<file path="config.mk">
export PLATFORM = sky130hd
export DESIGN_NAME = jpeg_frame_size_scanner
export DESIGN_NICKNAME = d
export VERILOG_FILES = /design/src/rtl/core/jfs_pkg.sv /design/src/rtl/core/jfs_in_stage.sv /design/src/rtl/core/jfs_parser.sv /design/src/rtl/core/jfs_out_stage.sv /design/src/rtl/core/jpeg_frame_size_scanner.sv
export SDC_FILE = /design/constraint.sdc
export NUM_CORES = 1
export LEC_CHECK = 0
export CAP_MARGIN = 40
export CORE_MARGIN = 5
export CORE_UTILIZATION = 50
export CTS_BUF_LIST = sky130_fd_sc_hd__clkbuf_8
export CTS_CLUSTER_SIZE = 40
export DETAILED_ROUTE_END_ITERATION = 8
export DONT_BUFFER_PORTS = 1
export PLACE_DENSITY = 0.68
export SLEW_MARGIN = 20
export SYNTH_ARGS = -nofsm -noshare
export SYNTH_HDL_FRONTEND = slang
export SYNTH_SLANG_ARGS = --single-unit
</file>
<file path="constraint.sdc">
create_clock -name aclk -period 5.35 [get_ports aclk]
set_input_delay 0.2675 -clock aclk [delete_from_list [all_inputs] [get_ports aclk]]
set_output_delay 0.2675 -clock aclk [all_outputs]
set_load 0.005 [all_outputs]
</file>
<file path="src/rtl/core/jfs_pkg.sv">
// ----------------------------------------------------------------------------
// jfs_pkg
// Types and constants shared by the JPEG frame size scanner modules.
// ----------------------------------------------------------------------------
package jfs_pkg;

    // Parse phase of the marker walker
    typedef enum logic [3:0] {
        PH_MARK_HI = 4'd0,
        PH_MARK_LO = 4'd1,
        PH_LEN_HI  = 4'd2,
        PH_LEN_LO  = 4'd3,
        PH_SKIP    = 4'd4,
        PH_PREC    = 4'd5,
        PH_HGT_HI  = 4'd6,
        PH_HGT_LO  = 4'd7,
        PH_WID_HI  = 4'd8,
        PH_WID_LO  = 4'd9,
        PH_DONE    = 4'd10
    } phase_t;

    // Result status codes
    typedef enum logic [2:0] {
        ST_FOUND     = 3'd0,
        ST_BAD_MARK  = 3'd1,
        ST_EOI       = 3'd2,
        ST_BAD_LEN   = 3'd3,
        ST_TRUNCATED = 3'd4
    } status_t;

    localparam logic [15:0] M_SOI  = 16'hffd8;
    localparam logic [15:0] M_SOF0 = 16'hffc0;
    localparam logic [15:0] M_SOF2 = 16'hffc2;
    localparam logic [15:0] M_RST0 = 16'hffd0;
    localparam logic [15:0] M_RST7 = 16'hffd7;
    localparam logic [15:0] M_EOI  = 16'hffd9;
    localparam logic [15:0] M_HIGH = 16'hff00;
    localparam logic [15:0] M_FFFF = 16'hffff;

    localparam int TDATA_W = 40;

    // One input byte with its end-of-file flag
    typedef struct packed {
        logic [7:0] data_byte;
        logic       end_of_file;
    } in_item_t;

    // Result produced by the parser for one byte
    typedef struct packed {
        logic        valid;
        status_t     status;
        logic [15:0] image_width;
        logic [15:0] image_height;
    } result_t;

endpackage

</file>
<file path="src/rtl/core/jfs_in_stage.sv">
// ----------------------------------------------------------------------------
// jfs_in_stage
// Input register: captures one byte item and holds it until the parser
// advances.
// ----------------------------------------------------------------------------
module jfs_in_stage (
    input  logic             aclk,
    input  logic             aresetn,
    input  logic             s_tvalid,
    output logic             s_tready,
    input  jfs_pkg::in_item_t s_item,
    input  logic             advance,
    output logic             item_valid,
    output jfs_pkg::in_item_t item
);

    logic              valid_reg;
    logic              valid_next;
    jfs_pkg::in_item_t item_reg;

    // Free when empty or when the held item moves on this cycle
    assign s_tready = !valid_reg || advance;

    always_comb begin
        valid_next = valid_reg;
        if (s_tready) begin
            valid_next = s_tvalid;
        end
    end

    always_ff @(posedge aclk) begin
        if (!aresetn) begin
            valid_reg <= 1'b0;
        end else begin
            valid_reg <= valid_next;
        end
    end

    always_ff @(posedge aclk) begin
        if (s_tvalid && s_tready) begin
            item_reg <= s_item;
        end
    end

    assign item_valid = valid_reg;
    assign item       = item_reg;

endmodule

</file>
<file path="src/rtl/core/jfs_parser.sv">
// ----------------------------------------------------------------------------
// jfs_parser
// Marker walker: updates the parse state for one byte and decides whether
// the byte yields a result.
// ----------------------------------------------------------------------------
module jfs_parser (
    input  logic              aclk,
    input  logic              aresetn,
    input  logic              advance,
    input  jfs_pkg::in_item_t item,
    output jfs_pkg::result_t  result
);

    jfs_pkg::phase_t phase_reg, phase_next;
    logic [15:0]     skip_count_reg, skip_count_next;
    logic [7:0]      held_byte_reg, held_byte_next;
    logic [15:0]     held_height_reg, held_height_next;
    logic            is_sof_reg, is_sof_next;
    logic            result_given_reg, result_given_next;

    logic [15:0]     word;
    logic [15:0]     skip_dec;

    assign word     = {held_byte_reg, item.data_byte};
    assign skip_dec = skip_count_reg - 16'd1;

    always_comb begin
        phase_next          = phase_reg;
        skip_count_next     = skip_count_reg;
        held_byte_next      = held_byte_reg;
        held_height_next    = held_height_reg;
        is_sof_next         = is_sof_reg;
        result_given_next   = result_given_reg;
        result.valid        = 1'b0;
        result.status       = jfs_pkg::ST_FOUND;
        result.image_width  = 16'd0;
        result.image_height = 16'd0;

        if (!result_given_reg) begin
            case (phase_reg)
                jfs_pkg::PH_MARK_HI: begin
                    held_byte_next = item.data_byte;
                    phase_next     = jfs_pkg::PH_MARK_LO;
                end
                jfs_pkg::PH_MARK_LO: begin
                    if ((word & jfs_pkg::M_HIGH) != jfs_pkg::M_HIGH) begin
                        result.valid  = 1'b1;
                        result.status = jfs_pkg::ST_BAD_MARK;
                    end else if (word == jfs_pkg::M_EOI) begin
                        result.valid  = 1'b1;
                        result.status = jfs_pkg::ST_EOI;
                    end else if (word == jfs_pkg::M_FFFF) begin
                        // second 0xFF becomes the next marker's high byte
                        held_byte_next = 8'hff;
                    end else if (word == jfs_pkg::M_SOI ||
                                 (word >= jfs_pkg::M_RST0 &&
                                  word <= jfs_pkg::M_RST7)) begin
                        phase_next = jfs_pkg::PH_MARK_HI;
                    end else begin
                        is_sof_next = (word == jfs_pkg::M_SOF0) ||
                                      (word == jfs_pkg::M_SOF2);
                        phase_next  = jfs_pkg::PH_LEN_HI;
                    end
                end
                jfs_pkg::PH_LEN_HI: begin
                    held_byte_next = item.data_byte;
                    phase_next     = jfs_pkg::PH_LEN_LO;
                end
                jfs_pkg::PH_LEN_LO: begin
                    if (word < 16'd2) begin
                        result.valid  = 1'b1;
                        result.status = jfs_pkg::ST_BAD_LEN;
                    end else if (is_sof_reg) begin
                        phase_next = jfs_pkg::PH_PREC;
                    end else if (word == 16'd2) begin
                        phase_next = jfs_pkg::PH_MARK_HI;
                    end else begin
                        skip_count_next = word - 16'd2;
                        phase_next      = jfs_pkg::PH_SKIP;
                    end
                end
                jfs_pkg::PH_SKIP: begin
                    skip_count_next = skip_dec;
                    if (skip_dec == 16'd0) begin
                        phase_next = jfs_pkg::PH_MARK_HI;
                    end
                end
                jfs_pkg::PH_PREC: begin
                    phase_next = jfs_pkg::PH_HGT_HI;
                end
                jfs_pkg::PH_HGT_HI: begin
                    held_byte_next = item.data_byte;
                    phase_next     = jfs_pkg::PH_HGT_LO;
                end
                jfs_pkg::PH_HGT_LO: begin
                    held_height_next = word;
                    phase_next       = jfs_pkg::PH_WID_HI;
                end
                jfs_pkg::PH_WID_HI: begin
                    held_byte_next = item.data_byte;
                    phase_next     = jfs_pkg::PH_WID_LO;
                end
                jfs_pkg::PH_WID_LO: begin
                    result.valid        = 1'b1;
                    result.status       = jfs_pkg::ST_FOUND;
                    result.image_width  = word;
                    result.image_height = held_height_reg;
                end
                default: begin
                    phase_next = jfs_pkg::PH_MARK_HI;
                end
            endcase
            if (result.valid) begin
                result_given_next = 1'b1;
                phase_next        = jfs_pkg::PH_DONE;
            end
        end

        // Last byte of the file: report truncation if nothing was given,
        // then clear for the next file
        if (item.end_of_file) begin
            if (!result_given_reg && !result.valid) begin
                result.valid  = 1'b1;
                result.status = jfs_pkg::ST_TRUNCATED;
            end
            phase_next        = jfs_pkg::PH_MARK_HI;
            skip_count_next   = 16'd0;
            held_byte_next    = 8'd0;
            held_height_next  = 16'd0;
            is_sof_next       = 1'b0;
            result_given_next = 1'b0;
        end
    end

    always_ff @(posedge aclk) begin
        if (!aresetn) begin
            phase_reg        <= jfs_pkg::PH_MARK_HI;
            skip_count_reg   <= 16'd0;
            held_byte_reg    <= 8'd0;
            held_height_reg  <= 16'd0;
            is_sof_reg       <= 1'b0;
            result_given_reg <= 1'b0;
        end else if (advance) begin
            phase_reg        <= phase_next;
            skip_count_reg   <= skip_count_next;
            held_byte_reg    <= held_byte_next;
            held_height_reg  <= held_height_next;
            is_sof_reg       <= is_sof_next;
            result_given_reg <= result_given_next;
        end
    end

endmodule

</file>
<file path="src/rtl/core/jfs_out_stage.sv">
// ----------------------------------------------------------------------------
// jfs_out_stage
// Result register: holds one result item until the downstream side takes it.
// ----------------------------------------------------------------------------
module jfs_out_stage (
    input  logic                            aclk,
    input  logic                            aresetn,
    input  logic                            load,
    input  jfs_pkg::result_t                result,
    output logic                            out_free,
    output logic                            m_tvalid,
    input  logic                            m_tready,
    output logic [jfs_pkg::TDATA_W-1:0]     m_tdata
);

    logic             valid_reg, valid_next;
    jfs_pkg::result_t data_reg;

    assign out_free = !valid_reg || m_tready;

    always_comb begin
        valid_next = valid_reg;
        if (out_free) begin
            valid_next = load && result.valid;
        end
    end

    always_ff @(posedge aclk) begin
        if (!aresetn) begin
            valid_reg <= 1'b0;
        end else begin
            valid_reg <= valid_next;
        end
    end

    always_ff @(posedge aclk) begin
        if (out_free && load && result.valid) begin
            data_reg <= result;
        end
    end

    assign m_tvalid = valid_reg;
    assign m_tdata  = {5'd0, data_reg.image_height, data_reg.image_width,
                       data_reg.status};

endmodule

</file>
<file path="src/rtl/core/jpeg_frame_size_scanner.sv">
// Path: the byte that causes a result item passes the input register, then
//   the result register, which drives m_tvalid.
// Throughput: one byte per cycle; m_tready low stalls the input only when
//   a result is waiting and the held byte needs the result register.
// Reset: aresetn low (synchronous) empties both registers and returns the
//   parser to expecting a marker high byte.
// ----------------------------------------------------------------------------
// jpeg_frame_size_scanner
// Walks JPEG markers byte by byte and reports the SOF0/SOF2 frame size or
// the reason the scan stopped.
// ----------------------------------------------------------------------------
module jpeg_frame_size_scanner (
    input  logic                        aclk,
    input  logic                        aresetn,
    input  logic                        s_tvalid,
    output logic                        s_tready,
    input  logic [7:0]                  s_tdata,   // [7:0] data_byte
    input  logic                        s_tlast,   // end_of_file
    output logic                        m_tvalid,
    input  logic                        m_tready,
    output logic [jfs_pkg::TDATA_W-1:0] m_tdata    // [2:0] status,
                                                   // [18:3] image_width,
                                                   // [34:19] image_height
);

    jfs_pkg::in_item_t s_item;
    jfs_pkg::in_item_t item;
    jfs_pkg::result_t  result;
    logic              item_valid;
    logic              out_free;
    logic              advance;

    assign s_item.data_byte   = s_tdata;
    assign s_item.end_of_file = s_tlast;

    // Move the held byte through the parser unless its result would land
    // on a result item that is still waiting
    assign advance = item_valid && (out_free || !result.valid);

    jfs_in_stage u_in_stage (
        .aclk       (aclk),
        .aresetn    (aresetn),
        .s_tvalid   (s_tvalid),
        .s_tready   (s_tready),
        .s_item     (s_item),
        .advance    (advance),
        .item_valid (item_valid),
        .item       (item)
    );

    jfs_parser u_parser (
        .aclk    (aclk),
        .aresetn (aresetn),
        .advance (advance),
        .item    (item),
        .result  (result)
    );

    jfs_out_stage u_out_stage (
        .aclk     (aclk),
        .aresetn  (aresetn),
        .load     (advance),
        .result   (result),
        .out_free (out_free),
        .m_tvalid (m_tvalid),
        .m_tready (m_tready),
        .m_tdata  (m_tdata)
    );

endmodule

</file>
==> metrics.cfg <==
[finish]
areaGrowthSynthToFinish_pct = 6.319
nFillCells = 874
diodes = 0
final_cell_mix = nand2_1 (52), dfxtp_1 (48), nor2_1 (45)
layout-drive-gt1-share_pct = 8.932
final_net_count = 527
largest_reg_flops = 35
fin_util_pct = 53.91
final_common_cell = nand2_1

[setup_path]
critPathKind = flip-flop to output pin
crit_arrival_ns = 2.98
crit_path_start_kind = flip-flop
endpoint_kind = output pin
reg2reg_slack_ns = 2.21
required_ns = 5.08
crit_fanout = 10

[routing]
route.detailed.drc = 0
vias = 3841
firstDrtPassIters = 4
wl_met1_mm = 5.210
route.top_layer_used = met4
wire_per_inst_um = 17.59
ant_nets = 0
drtIter0Drc = 248
routed_via_density = 5.927
wl_met3_um = 633
detail_route.wirelength_mm = 11.40
wl_met2_mm = 5.161

[synth]
yosysSeqAreaShare_pct = 46.47
yosys_warnings = 0
ys_ff_latch = 92
syn-cell-area_um2 = 4911
synth_area_leaders = edfxtp_1 (27%), dfxtp_1 (20%), and3_1 (4.3%)
yosys.area.top_type_share_pct = 26.90
synth_top_area_cell = edfxtp_1
syn_avg_cell_area_um2 = 9.390
syn-instance-count = 523
synth-edff-count = 44
ys_types = 69
ys_async_sr_fraction_pct = 0
ys.flop_type = dfxtp_1

[clock_tree]
cts.sinks = 92
clk_pin_slew_ns = 0.11
numCtsBuffers = 9
htree_levels = 3
hold_buffers = 10
clock_path_buffers = 2
cts_setup_buffers = 0
clk_latency_ns = 0.37
cts_tree = built
ctsRootBufferMaster = clkbuf_8
cts_resized = 0

[die]
dieArea_um2 = 11900
die_y_um = 109.1
core_area_um2 = 9684
core.rowCount = 36
initial_core_util_pct = 50.71
ios = 55
die-width_um = 109.1

[timing]
hold_ws_ns = 0.008743
fin_ws_ns = 2.106
slew_viol_final = 0
skew_ns = 0.01684
setup_viol = 0
worstMarginPinSlew_ns = 0.7758
hold_violations = 0
post-route-min-period_ns = 3.244
post-route-period-util_pct = 60.63
finalSetupTns_ns = 0
rsz0062_at_grt = no
max_slew_margin_pct = 48.22
max_freq_mhz = 308.3

[pwr]
p_leak_nw = 1.964
powerDensity_nw_per_um2 = 268.0
vdd_drop_max_mv = 0.1603
power_mw = 1.399

[run_status]
outcome = completed

[placement]
dp_hpwl_mm = 7.775
gp_congestion = 0.8466
dp_slack_ns = 2.252
port-buffer-count = 0

[global_route]
grt_pass1_wl_mm = 18.86
antenna_found_initial = 0
grt_pass1_vias = 3666
grt_remaining_overflow = 0
track_usage_pct = 20.20
grt_max_degree = 48

[min_path]
min_path_type = primary input to flip-flop

[run]
max-cap-violations = 0

-- synth_stat cells (8+ instances only) --
cell,number
a21oi_1,26
nand2_1,52
a21boi_0,18
nor2_1,45
and3_1,34
nor3_1,13
dfxtp_1,48
a21boi_2,8
nor2b_1,15
mux2i_1,10
edfxtp_1,44
xor2_1,18
nand3_1,26
inv_1,14
o21ai_0,10
clkbuf_1,28
-- report_power, final --
part	internal, mW	switching [mW]	leakage, nW
sequential	0.755	0.0294	0.832
clock	0.181	0.279	0.0984
combinational	0.0597	0.0953	1.03
-- layout make-up --
type	instances	area (um^2)	share of cell area, %
well taps	133	166.4	3.187
repair buffers	16	162.7	3.115
multi-input cells	377	2371	45.41
flip-flops and latches	92	2282	43.71
inverters	14	52.55	1.006
clock inverters	7	62.56	1.198
clock buffers	9	123.9	2.372
-- cell families after synthesis --
logic type / after synthesis / synth area share [%]
mux: 10 / 2.038
buf+inv: 58 / 5.656
fa+ha+maj: 4 / 1.019
flops: 92 / 46.47
simple gates: 231 / 24.76
other cells: 1 / 0.07636
compound gates: 103 / 15.69
xor+xnor: 24 / 4.280
-- path summary, 6_finish.rpt --
check                                                    end  cells after the start                         start
worst min-delay path                    u_out_stage.m_tvalid                      1                       aresetn
worst max-delay path                                s_tready                      7            u_in_stage.item[4]
worst max register to register       u_out_stage.m_tdata[21]                      7            u_in_stage.item[4]
worst min register to register  u_parser.held_height_reg[15]                      2  u_parser.held_height_reg[15]
-- critical path, stage by stage, from the launching register on --
cell and delay [ns]:
edfxtp_1 0.59, or4_4 0.58, nor4_4 0.47, nand3_1 0.22, nand2_1 0.20, nor2_1 0.13
nor3_1 0.33, inv_1 0.10
-- layer usage --
layer  track usage [%]  vias to the layer above
li1                  -                     1838
met2             31.67                      153
met1             26.99                     1820
met3             3.552                       30
met5                 0                        -
met4             9.739                        0
-- per-stage QoR --
| step | std cells | area, um^2 |
|---|---|---|
| after global routing | 648 | 5221 |
| after CTS | 648 | 5221 |
| final | 648 | 5221 |
| after global placement | 619 | 4895 |
| after detailed placement | 622 | 4935 |
| after floorplan | 527 | 4926 |
Note: power is estimated with default switching activity, not from simulation.
